### src/pee_pkg.sv
`timescale 1ns / 1ps

package pee_pkg;

  // character codes
  localparam logic [7:0] SYM_NUL  = 8'h00;
  localparam logic [7:0] SYM_ZERO = 8'h30;
  localparam logic [7:0] SYM_NINE = 8'h39;
  localparam logic [7:0] SYM_PLUS = 8'h2b;
  localparam logic [7:0] SYM_MUL  = 8'h2a;
  localparam logic [7:0] SYM_DIV  = 8'h2f;

  typedef enum logic [1:0] {
    OP_ADD = 2'd0,
    OP_SUB = 2'd1,
    OP_MUL = 2'd2,
    OP_DIV = 2'd3
  } op_e;

  typedef enum logic [1:0] {
    ST_OK         = 2'd0,
    ST_DIV_ZERO   = 2'd1,
    ST_OVERFLOW   = 2'd2,
    ST_INCOMPLETE = 2'd3
  } status_e;

  typedef struct packed {
    logic [7:0] symbol;
    logic       end_of_expr;
  } in_t;

  typedef struct packed {
    logic               kind;
    logic [7:0]         postfix_symbol;
    logic signed [31:0] value;
    logic [1:0]         status;
    logic               last;
  } out_t;

  // request to the shared multiply / divide unit
  typedef struct packed {
    logic start;
    logic is_div;
  } alu_req_t;

endpackage

### src/pee_ram.sv
`timescale 1ns / 1ps

module pee_ram #(
  parameter int WIDTH = 8,
  parameter int DEPTH = 32
) (
  input  logic                     clk_i,
  input  logic                     we_i,
  input  logic [$clog2(DEPTH)-1:0] waddr_i,
  input  logic [WIDTH-1:0]         wdata_i,
  input  logic                     re_i,
  input  logic [$clog2(DEPTH)-1:0] raddr_i,
  output logic [WIDTH-1:0]         rdata_o
);

  logic [WIDTH-1:0] mem_q [DEPTH];
  logic [WIDTH-1:0] rdata_q;

  always_ff @(posedge clk_i) begin
    if (we_i) begin
      mem_q[waddr_i] <= wdata_i;
    end
    if (re_i) begin
      rdata_q <= mem_q[raddr_i];
    end
  end

  assign rdata_o = rdata_q;

endmodule

### src/pee_alu.sv
`timescale 1ns / 1ps

module pee_alu #(
  parameter int W = 32
) (
  input  logic              clk_i,
  input  logic              rst_ni,
  input  pee_pkg::alu_req_t req_i,
  input  logic [W-1:0]      a_i,
  input  logic [W-1:0]      b_i,
  output logic              done_o,
  output logic [W-1:0]      result_o
);
  import pee_pkg::*;

  localparam int CW = $clog2(W + 1);

  logic          busy_q, done_q, div_q, neg_q;
  logic [CW-1:0] cnt_q;
  logic [W-1:0]  x_q, y_q, acc_q;
  logic [W-1:0]  a_mag, b_mag;
  logic [W:0]    rem_sh, diff;

  assign a_mag  = a_i[W-1] ? (W'(0) - a_i) : a_i;
  assign b_mag  = b_i[W-1] ? (W'(0) - b_i) : b_i;
  assign rem_sh = {acc_q, x_q[W-1]};
  assign diff   = rem_sh - {1'b0, y_q};

  always_ff @(posedge clk_i or negedge rst_ni) begin
    if (!rst_ni) begin
      busy_q <= 1'b0;
      done_q <= 1'b0;
      cnt_q  <= '0;
    end else begin
      done_q <= 1'b0;
      if (req_i.start) begin
        busy_q <= 1'b1;
        cnt_q  <= CW'(W);
      end else if (busy_q) begin
        cnt_q <= cnt_q - 1'b1;
        if (cnt_q == CW'(1)) begin
          busy_q <= 1'b0;
          done_q <= 1'b1;
        end
      end
    end
  end

  always_ff @(posedge clk_i) begin
    if (req_i.start) begin
      div_q <= req_i.is_div;
      neg_q <= a_i[W-1] ^ b_i[W-1];
      acc_q <= '0;
      x_q   <= req_i.is_div ? a_mag : a_i;
      y_q   <= req_i.is_div ? b_mag : b_i;
    end else if (busy_q) begin
      if (div_q) begin
        // restoring division, one quotient bit per cycle
        if (!diff[W]) begin
          acc_q <= diff[W-1:0];
          x_q   <= {x_q[W-2:0], 1'b1};
        end else begin
          acc_q <= rem_sh[W-1:0];
          x_q   <= {x_q[W-2:0], 1'b0};
        end
      end else begin
        // shift and add multiply
        if (y_q[0]) begin
          acc_q <= acc_q + x_q;
        end
        x_q <= {x_q[W-2:0], 1'b0};
        y_q <= {1'b0, y_q[W-1:1]};
      end
    end
  end

  assign done_o   = done_q;
  assign result_o = !div_q ? acc_q : (neg_q ? (W'(0) - x_q) : x_q);

endmodule

### src/prefix_expression_evaluator_top.sv
`timescale 1ns / 1ps

// Prefix expression evaluator. Takes one ASCII symbol per request: digits are
// operands, '+', '*' and '/' their operators, any other non-NUL symbol is
// subtraction. With mode 0 the final item (kind 1, last 1) carries the
// wrapping VALUE_WIDTH-bit value, division truncating toward zero; with
// mode 1 each postfix symbol goes out as a kind 0 item as soon as its place
// is known. The status field of the final item reports divide by zero,
// stack overflow or an incomplete expression; the first error sticks.
// Pending operators live in a STACK_DEPTH-entry single-port-read RAM.
// Steps: an operator or ignored symbol passes through dispatch and final,
// waiting longer while a final item meets a stalled output; a digit passes
// through unwind and check for each stack entry it reduces, and waits on
// each multiply or divide, which run bit-serially in one shared unit. One
// request is worked at a time; a new one is taken as soon as the sequencer
// is back in idle, even while a result waits in the output register.
module prefix_expression_evaluator_top #(
  parameter int STACK_DEPTH = 32,
  parameter int VALUE_WIDTH = 32
) (
  input  logic          clk_i,
  input  logic          rst_ni,
  input  logic          cfg_valid,
  output logic          cfg_ready,
  input  logic          cfg_data_i,
  input  logic          in_valid,
  output logic          in_stall,
  input  pee_pkg::in_t  in_data_i,
  output logic          out_valid,
  input  logic          out_stall,
  output pee_pkg::out_t out_data_o
);
  import pee_pkg::*;

  localparam int AW = $clog2(STACK_DEPTH);
  localparam int LW = $clog2(STACK_DEPTH + 1);
  localparam int EW = VALUE_WIDTH + 3;

  typedef enum logic [6:0] {
    S_IDLE     = 7'b0000001,
    S_DISPATCH = 7'b0000010,
    S_UNWIND   = 7'b0000100,
    S_CHECK    = 7'b0001000,
    S_ARITH    = 7'b0010000,
    S_FINAL    = 7'b0100000,
    S_SPARE    = 7'b1000000
  } state_e;

  state_e           state_q, state_d;
  logic             mode_q;
  logic [LW-1:0]    level_q, level_d;
  logic             done_q, done_d;
  status_e          err_q, err_d;
  logic [VALUE_WIDTH-1:0] final_q, final_d;
  logic [VALUE_WIDTH-1:0] v_q, v_d;
  logic [7:0]       sym_q;
  logic             end_q;

  logic             out_valid_q;
  out_t             out_q;
  logic             emit;
  out_t             emit_data;
  logic             out_free;

  // stack memory signals
  logic             we, re;
  logic [AW-1:0]    waddr, raddr;
  logic [EW-1:0]    wdata, rdata;
  logic [LW-1:0]    level_m1;
  logic [1:0]       e_op;
  logic             e_left;
  logic [VALUE_WIDTH-1:0] e_val;

  alu_req_t         alu_req;
  logic             alu_done;
  logic [VALUE_WIDTH-1:0] alu_res;

  logic             is_digit;
  op_e              new_op;
  logic [31:0]      val32;

  assign cfg_ready = 1'b1;
  assign in_stall  = (state_q != S_IDLE);
  assign out_valid = out_valid_q;
  assign out_data_o = out_q;
  assign out_free  = !out_valid_q || !out_stall;

  assign level_m1 = level_q - 1'b1;
  assign raddr    = level_m1[AW-1:0];
  assign {e_op, e_left, e_val} = rdata;
  assign is_digit = (sym_q >= SYM_ZERO) && (sym_q <= SYM_NINE);

  always_comb begin
    case (sym_q)
      SYM_PLUS: new_op = OP_ADD;
      SYM_MUL:  new_op = OP_MUL;
      SYM_DIV:  new_op = OP_DIV;
      default:  new_op = OP_SUB;
    endcase
  end

  // final value trimmed or widened to the 32-bit output field
  generate
    if (VALUE_WIDTH >= 32) begin : g_wide
      assign val32 = final_q[31:0];
    end else begin : g_narrow
      assign val32 = {{(32 - VALUE_WIDTH){1'b0}}, final_q};
    end
  endgenerate

  pee_ram #(
    .WIDTH (EW),
    .DEPTH (STACK_DEPTH)
  ) u_stack (
    .clk_i   (clk_i),
    .we_i    (we),
    .waddr_i (waddr),
    .wdata_i (wdata),
    .re_i    (re),
    .raddr_i (raddr),
    .rdata_o (rdata)
  );

  pee_alu #(
    .W (VALUE_WIDTH)
  ) u_alu (
    .clk_i    (clk_i),
    .rst_ni   (rst_ni),
    .req_i    (alu_req),
    .a_i      (e_val),
    .b_i      (v_q),
    .done_o   (alu_done),
    .result_o (alu_res)
  );

  // sequencer: push operators; for a digit, read the top stack entry, then write it back or pop it
  always_comb begin
    state_d   = state_q;
    level_d   = level_q;
    done_d    = done_q;
    err_d     = err_q;
    final_d   = final_q;
    v_d       = v_q;
    we        = 1'b0;
    waddr     = level_q[AW-1:0];
    wdata     = '0;
    re        = 1'b0;
    emit      = 1'b0;
    emit_data = '0;
    alu_req   = '0;

    case (state_q)
      S_IDLE: begin
        if (in_valid) begin
          state_d = S_DISPATCH;
        end
      end
      S_DISPATCH: begin
        if (!done_q && err_q == ST_OK && sym_q != SYM_NUL) begin
          if (is_digit) begin
            v_d = VALUE_WIDTH'(sym_q[3:0]);
            if (mode_q) begin
              emit = 1'b1;
              emit_data.postfix_symbol = sym_q;
              if (out_free) begin
                state_d = S_UNWIND;
              end
            end else begin
              state_d = S_UNWIND;
            end
          end else if (level_q >= LW'(STACK_DEPTH)) begin
            err_d   = ST_OVERFLOW;
            state_d = S_FINAL;
          end else begin
            we      = 1'b1;
            wdata   = {new_op, 1'b0,
                       mode_q ? VALUE_WIDTH'(sym_q) : VALUE_WIDTH'(0)};
            level_d = level_q + 1'b1;
            state_d = S_FINAL;
          end
        end else begin
          state_d = S_FINAL;
        end
      end
      S_UNWIND: begin
        if (level_q == '0) begin
          done_d  = 1'b1;
          final_d = v_q;
          state_d = S_FINAL;
        end else begin
          re      = 1'b1;
          state_d = S_CHECK;
        end
      end
      S_CHECK: begin
        if (!e_left) begin
          // operator gets its left operand
          we      = 1'b1;
          waddr   = raddr;
          wdata   = {e_op, 1'b1, mode_q ? e_val : v_q};
          state_d = S_FINAL;
        end else if (mode_q) begin
          emit = 1'b1;
          emit_data.postfix_symbol = e_val[7:0];
          if (out_free) begin
            v_d     = '0;
            level_d = level_m1;
            state_d = S_UNWIND;
          end
        end else if (e_op == OP_DIV && v_q == '0) begin
          err_d   = ST_DIV_ZERO;
          state_d = S_FINAL;
        end else if (e_op == OP_ADD || e_op == OP_SUB) begin
          v_d     = (e_op == OP_ADD) ? (e_val + v_q) : (e_val - v_q);
          level_d = level_m1;
          state_d = S_UNWIND;
        end else begin
          alu_req.start  = 1'b1;
          alu_req.is_div = (e_op == OP_DIV);
          state_d        = S_ARITH;
        end
      end
      S_ARITH: begin
        if (alu_done) begin
          v_d     = alu_res;
          level_d = level_m1;
          state_d = S_UNWIND;
        end
      end
      S_FINAL: begin
        if (end_q) begin
          emit           = 1'b1;
          emit_data.kind = 1'b1;
          emit_data.last = 1'b1;
          if (err_q != ST_OK) begin
            emit_data.status = err_q;
          end else if (!done_q && level_q != '0) begin
            emit_data.status = ST_INCOMPLETE;
          end else if (!mode_q && done_q) begin
            emit_data.value = val32;
          end
          if (out_free) begin
            level_d = '0;
            done_d  = 1'b0;
            err_d   = ST_OK;
            final_d = '0;
            state_d = S_IDLE;
          end
        end else begin
          state_d = S_IDLE;
        end
      end
      default: begin
        state_d = S_IDLE;
      end
    endcase
  end

  always_ff @(posedge clk_i or negedge rst_ni) begin
    if (!rst_ni) begin
      state_q     <= S_IDLE;
      mode_q      <= 1'b0;
      level_q     <= '0;
      done_q      <= 1'b0;
      err_q       <= ST_OK;
      final_q     <= '0;
      out_valid_q <= 1'b0;
    end else begin
      state_q <= state_d;
      level_q <= level_d;
      done_q  <= done_d;
      err_q   <= err_d;
      final_q <= final_d;
      if (cfg_valid && cfg_ready) begin
        mode_q <= cfg_data_i;
      end
      if (emit && out_free) begin
        out_valid_q <= 1'b1;
      end else if (!out_stall) begin
        out_valid_q <= 1'b0;
      end
    end
  end

  always_ff @(posedge clk_i) begin
    v_q <= v_d;
    if (state_q == S_IDLE && in_valid) begin
      sym_q <= in_data_i.symbol;
      end_q <= in_data_i.end_of_expr;
    end
    if (emit && out_free) begin
      out_q <= emit_data;
    end
  end

  // stack level never runs past the memory
  a_level_range: assert property (@(posedge clk_i) disable iff (!rst_ni)
    level_q <= LW'(STACK_DEPTH))
    else $error("stack level out of range");

  // completion and error are exclusive within one expression
  a_done_err: assert property (@(posedge clk_i) disable iff (!rst_ni)
    !(done_q && err_q != ST_OK))
    else $error("expression both complete and failed");

  // the arithmetic unit is started only from the check step
  a_alu_start: assert property (@(posedge clk_i) disable iff (!rst_ni)
    alu_req.start |-> state_q == S_CHECK && mode_q == 1'b0)
    else $error("arithmetic unit started out of sequence");

  // a delivered final item leaves a clean stack
  a_final_clear: assert property (@(posedge clk_i) disable iff (!rst_ni)
    (state_q == S_FINAL && end_q && out_free) |=>
      (level_q == '0 && !done_q && err_q == ST_OK))
    else $error("stack state not cleared after final item");

endmodule

### config.mk
export PLATFORM = sky130hd
export DESIGN_NAME = prefix_expression_evaluator_top
export DESIGN_NICKNAME = d
export VERILOG_FILES = /design/src/pee_pkg.sv /design/src/pee_ram.sv /design/src/pee_alu.sv /design/src/prefix_expression_evaluator_top.sv
export SDC_FILE = /design/constraint.sdc
export NUM_CORES = 2
export LEC_CHECK = 0
export BUFFER_PORTS_ARGS = -buffer_cell sky130_fd_sc_hd__buf_4
export CORE_UTILIZATION = 45
export CTS_CLUSTER_DIAMETER = 150
export DETAILED_ROUTE_END_ITERATION = 16
export PLACE_DENSITY = 0.65
export SYNTH_ARGS = -nofsm -noshare
export SYNTH_HDL_FRONTEND = slang
export SYNTH_SLANG_ARGS = --single-unit
### constraint.sdc
create_clock -name clk_i -period 7.5 [get_ports clk_i]
set_clock_uncertainty 0.05 [all_clocks]
set_input_delay 0.75 -clock clk_i [delete_from_list [all_inputs] [get_ports clk_i]]
set_output_delay 0.75 -clock clk_i [all_outputs]
set_load 0.01 [all_outputs]
### After elaboration in Yosys (flattened, before gate mapping)

Memories as Yosys holds them, arrays and structs flattened. A register that Yosys moved wholly into a read port is not among the register bits.
Cells that the tools add are included.

| storage, ports and cells | value |
|---|---|
| register bits after elaboration | 241 |
| memory bits (writable) | 1120 |
| input port bits | 15 |
| output and inout bits | 47 |
| word-level logic and storage cells | 226 |
| memories kept | 1 |

Memories:

| memory | depth | bits a word | read ports | clocked after memory_dff | write ports | RTL line | source |
|---|---|---|---|---|---|---|---|
| u_stack.mem_q | 32 | 35 | 1 | 1 | 1 | pee_ram.sv:16 | `logic [WIDTH-1:0] mem_q [DEPTH];` |

| cells by class | value |
|---|---|
| add/subtract/negate cells | 10 |
| order comparisons | 3 |
| equal/unequal tests | 32 |
| mux-type cells | 117 |
| bitwise gates (word level) | 4 |
| reduce and logical (&&, ||, !) cells | 36 |

Operator list:

| operator | number |
|---|---|
| 32-bit 2-to-1 mux | 26 |
| 35-bit 2-to-1 mux | 4 |
| 32-bit case mux with 3 select lines | 1 |
| 1-bit by 32-bit subtractor with 32-bit output (first input constant) | 3 |
| 6-bit 2-to-1 mux | 15 |
| 7-bit 2-to-1 mux | 10 |
| 35-bit case mux with 2 select lines | 1 |
| 32-bit adder | 2 |
| 32-bit case mux with 2 select lines | 1 |
| 8-bit 2-to-1 mux | 6 |
| 7-bit case mux with 6 select lines | 1 |
| 33-bit by 32-bit subtractor with 33-bit output | 1 |
| 32-bit zero test | 1 |
| 32-bit subtractor | 1 |
| 2-bit 2-to-1 mux | 15 |
| 1-bit 2-to-1 mux | 27 |
| 8-bit by 6-bit == test with 1-bit output (second input constant) | 3 |
| 2-bit inequality test (second input constant) | 12 |
| 6-bit case mux with 4 select lines | 1 |
| 8-bit case mux with 2 select lines | 1 |
| 5-bit 2-to-1 mux | 3 |
| 3-bit inequality test (second input constant) | 4 |
| 2-bit case mux with 3 select lines | 2 |
| 6-bit by 1-bit subtractor with 6-bit output (second input constant) | 2 |
| other kinds (36) | 59 |

### Longest topological paths before layout

| depth | value |
|---|---|
| depth in word-level cells | 9 |
| gate-level depth with buffers | 18 |
| gate-level depth less buffers | 18 |

### Modules after synthesis

From an unflattened synthesis, not the netlist that was laid out.

| unflattened totals | value |
|---|---|
| cell total of the unflattened synthesis | 4721 |
| area total of the unflattened synthesis | 64262.9 um2 |

Modules (own cells, without submodules):

| module | instances | cells an instance | area each (um2) | seq. area each (um2) |
|---|---|---|---|---|
| pee_ram | 1 | 2469 | 44896.8 | 34683.3 |
| pee_alu | 1 | 1326 | 10446.3 | 2822.7 |
| prefix_expression_evaluator_top | 1 | 926 | 8919.8 | 3774.9 |

### Worst setup path after synthesis

No wires, ideal clock.

| path | value |
|---|---|
| path type | reg-to-reg |
| from | reg state_q[3] |
| to | reg out_q, in the netlist out_data_o[0], enable pin |
| setup time | 0.509 ns |
| arrival | 4.646 ns |
| required time | 6.941 ns |
| setup slack | 2.294 ns |
| cell stages (with the launch flop) | 9 |
| path buffers | 0 |
| period minus slack after synthesis | 5.206 ns |
| cell sequence | dfrtp_1 nor3_1 nand2b_1 nor2_1 nand3b_1 nor3_1 a21oi_1 nand2b_1 a21boi_0 |

| between the ends | value |
|---|---|
| word-level cells in the longest chain between the ends | 3 |

RTL lines:

| element | RTL line | source |
|---|---|---|
| start: declaration | prefix_expression_evaluator_top.sv:49 | `state_e state_q, state_d;` |
| start signal: assignment | prefix_expression_evaluator_top.sv:269 | `state_q <= state_d;` |
| 7-bit by 6-bit == test with 1-bit output, or another cell as far along | prefix_expression_evaluator_top.sv:152 | `case (state_q)` |
| 1-bit case mux with 3 select lines (*) | prefix_expression_evaluator_top.sv:152 |  |
| 1-bit logical AND (*) | prefix_expression_evaluator_top.sv:291 | `if (emit && out_free) begin` |
| end signal: assignment | prefix_expression_evaluator_top.sv:292 | `out_q <= emit_data;` |
| end: declaration | prefix_expression_evaluator_top.sv:60 | `out_t out_q;` |

Every way passes the cells marked *; elsewhere a longest branch is shown, timed or not.
A chain may end at the register's enable or synchronous reset.

### Worst setup path after layout

| path | value |
|---|---|
| from | reg v_q[2] |
| to | reg v_q[30], data pin |

| between the ends | value |
|---|---|
| word-level cells in the longest chain between the ends | 7 |

RTL lines:

| element | RTL line | source |
|---|---|---|
| start: declaration | prefix_expression_evaluator_top.sv:55 | `logic [VALUE_WIDTH-1:0] v_q, v_d;` |
| start signal: assignment | prefix_expression_evaluator_top.sv:286 | `v_q <= v_d;` |
| 32-bit subtractor / 32-bit adder (equally long branches) | prefix_expression_evaluator_top.sv:214 | `v_d = (e_op == OP_ADD) ? (e_val + v_q) : (e_val - v_q);` |
| 32-bit 2-to-1 mux (*) | prefix_expression_evaluator_top.sv:214 |  |
| 32-bit 2-to-1 mux (*) | prefix_expression_evaluator_top.sv:213 | `end else if (e_op == OP_ADD \|\| e_op == OP_SUB) begin` |
| 32-bit 2-to-1 mux (*) | prefix_expression_evaluator_top.sv:210 | `end else if (e_op == OP_DIV && v_q == '0) begin` |
| 32-bit 2-to-1 mux (*) | prefix_expression_evaluator_top.sv:202 | `end else if (mode_q) begin` |
| 32-bit 2-to-1 mux (*) | prefix_expression_evaluator_top.sv:196 | `if (!e_left) begin` |
| 32-bit case mux with 3 select lines (*) | prefix_expression_evaluator_top.sv:152 |  |
| via v_d[30] | prefix_expression_evaluator_top.sv:55 |  |

The timed path passes the listed nets; every way through them passes the cells marked *. The select of a mux whose other input is x is not followed.

==> key figures <==
Clock network
  • Clock latency on the worst-skew pair: 0.77 ns
  • CTS buffer count: 146
  • TritonCTS clock tree: done
  • H-tree depth: 4
  • CTS Hold Bufs: 0
  • Longest Clk Path Bufs: 3
  • Clock slew at reported path FFs: 0.06 ns
  • Post-CTS sizing: 0
  • Clk sink count: 1395
  • Post-CTS setup buffers: 0
  • Root Driver: clkbuf_16

Die
  • Initial cell density of the core: 45.4%
  • Die H: 375 µm
  • Die area: 141000 µm²
  • Core ar.: 138000 µm²
  • Row cnt: 136
  • Chip width: 375 µm
  • I/O pins: 62

Timing
  • Final Hold Viols: 0
  • Post-route worst setup slack: 2.30 ns
  • Final Max Tran Viols: 0
  • Tightest Pin Transition: 1.34 ns
  • Fin crit share: 69.4%
  • Final setup violating endpoints: 0
  • Max frequency: 0.192 GHz
  • Final setup TNS: 0 ns
  • Fin crit period: 5.20 ns
  • Worst rel slew slack: 10.8%
  • Unrepaired setup endpoints after global routing: false

Synthesis
  • Post-synth cell types: 96
  • Synth area leaders: edfxtp_1, mux4_2, dfrtp_1
  • Post-synth EDFFs: 1305
  • Top cells by count, synth: edfxtp_1, mux4_2, nand2_1, nor2_1, o21ai_0
  • Top cell type's share of synthesized area: 62.6%
  • Seq cells post-synth: 1395
  • Ys flop type: edfxtp_1
  • Synth warnings: 0
  • Async set-reset flop share out of synthesis: 4.16%
  • Synth area leader: edfxtp_1
  • Mapped cell area: 62600 µm²
  • Syn_nets: 4013
  • Cell with the most instances after synthesis: edfxtp_1
  • Mapped Cells: 3885
  • Avg Cell Area, Syn: 16.1 µm²
  • Register area share after synthesis: 65.9%

GRT
  • GRT Residual Overflow: 0
  • Pin count of the biggest net entering global routing: 107
  • GRT Overall Usage: 22.8%
  • Initial antenna violation count: 12
  • First-pass GRT wire length: 236 mm
  • Vias in the first global route: 34400

Setup path
  • Flop2flop setup slack: 2.30 ns
  • Worst Setup End Kind: flop
  • CP Data Arrival Time: 5.66 ns
  • Setup CP Type: flop to flop
  • Required @ worst endpoint: 7.95 ns
  • Startpoint Class: flop
  • Max FO, Critical Path: 9

Cells and area
  • Layout Area Growth over Synthesis: 12.5%
  • # fillers: 11200
  • Final #Nets: 4092
  • Layout cell share with drive strength beyond 1: 20.9%

Job
  • Max Cap Violations: 0

Placement
  • IO buf count: 60
  • Placer Congestion: 0.897
  • Post-detail-place hpwl: 105 mm
  • Worst slack, placed: 2.35 ns

Drt
  • Detailed Route Iter0 Violations: 4219
  • DR WL/cell: 27.1 µm
  • DRC Markers: 0
  • DRT Pass-1 Iters: 6
  • Routed WL: 159 mm
  • Antenna viol nets, final: 0
  • Vias: 35500
  • Vias per cell: 6.04

Run status
  • Status: complete, no violations

Pwr
  • Power density of the placed cells: 289 nW/µm²
  • Maximum vdd drop: 0.000327 V
  • P_leak: 22.0 nW

Worst hold path
  • HP Class: input port to asynchronous set/reset pin
[registers in the layout (all words and copies together) (netlist names), 2 cells and up]
register	flops
v_q	32
u_alu.x_q	32
final_q	32
u_stack.rdata_o	35
out_data_o	43
u_stack.mem_q	1120
sym_q	8
level_q	6
u_alu.y_q	32
u_alu.cnt_q	6
err_q	2
state_q	7
u_alu.acc_q	32
[worst paths after layout]
path | start | endpoint | depth (start not counted)
worst max register to register | v_q[2] | v_q[30] | 18
max in group asynchronous | rst_ni | level_q[0] | 1
worst min register to register | final_q[15] | final_q[15] | 1
worst min-delay path | rst_ni | mode_q | 1
worst max-delay path | v_q[2] | v_q[30] | 18
min in group clk_i | in_data_i[5] | sym_q[4] | 1
[power breakdown]
group / switching [mW] / internal [mW]
Clock: 3.06 / 4.16
Sequential: 0.147 / 8.52
Combinational: 2.46 / 2.00
[area by class of cell]
cell class,count,area (µm²),share of cell area (%)
Sequential cell,1395,41300,58.6
Multi-Input combinational cell,2196,20600,29.3
Clock buffer,183,3900,5.53
Tap cell,1794,2240,3.19
Timing Repair Buffer,143,1140,1.61
Clock inverter,84,906,1.29
Inverter,82,308,0.437
Antenna cell,3,7.51,0.0107
[layout by cell type, fill, tap and decap left out, types with 55 or more instances in the layout]
cell,n
nand2_1,231
inv_1,79
buf_4,138
a21oi_1,146
nor3_1,58
o21ai_0,170
xor2_1,122
nor2_1,163
clkbuf_16,149
nand3_1,59
edfxtp_1,1305
xnor2_1,74
dfrtp_1,55
ha_1,109
mux4_2,350
[cells by family after synthesis]
kind of cell | after synthesis | share of synthesized area, %
muxes | 427 | 13.9
adders and majority gates | 113 | 2.29
xor gates and xnor gates | 199 | 2.78
DFF | 1395 | 65.9
buffers and inverters | 294 | 1.88
and+or+nand+nor | 762 | 5.97
AOI/OAI and AO/OA | 693 | 7.22
other | 2 | 0.0120
[critical path: stages (launching register included)]
cell	delay, ns
edfxtp_1	0.49
or3_1	0.38
or3_1	0.43
nor4_4	0.55
nand3b_2	0.25
nor3_4	0.26
nand2_1	0.25
o21ai_0	0.26
xnor2_1	0.19
ha_1	0.30
a21oi_1	0.22
o21a_1	0.20
o21bai_1	0.08
a21o_1	0.18
a21o_1	0.17
a21o_1	0.18
a211oi_1	0.21
xor2_1	0.17
o22ai_1	0.09
[layer usage]
metal | track usage [%] | part of all wire [%] | vias up
met2 | 33.7 | 45 | 1407
met5 | 0 | 0 | -
li1 | - | - | 15700
met4 | 5.87 | 2.1 | 0
met3 | 4.31 | 8.2 | 200
met1 | 34.6 | 45 | 18200
[through the flow]
| step | total power [mW] | hold slack [ns] | instances | area, µm² | util [%] |
|---|---|---|---|---|---|
| floorplan | 12.0 | 0.404 | 3885 | 62600 | - |
| global placement | 13.3 | 0.430 | 5610 | 65600 | 47.6 |
| detailed placement | 13.3 | 0.425 | 5610 | 65600 | 47.6 |
| CTS | 20.5 | 0.0391 | 5877 | 70400 | 51.1 |
| global route | 21.0 | 0.0761 | 5879 | 70400 | 51.1 |
| finish | 20.3 | 0.0318 | 5880 | 70400 | 51.1 |
(Power assumes the default switching activity.)
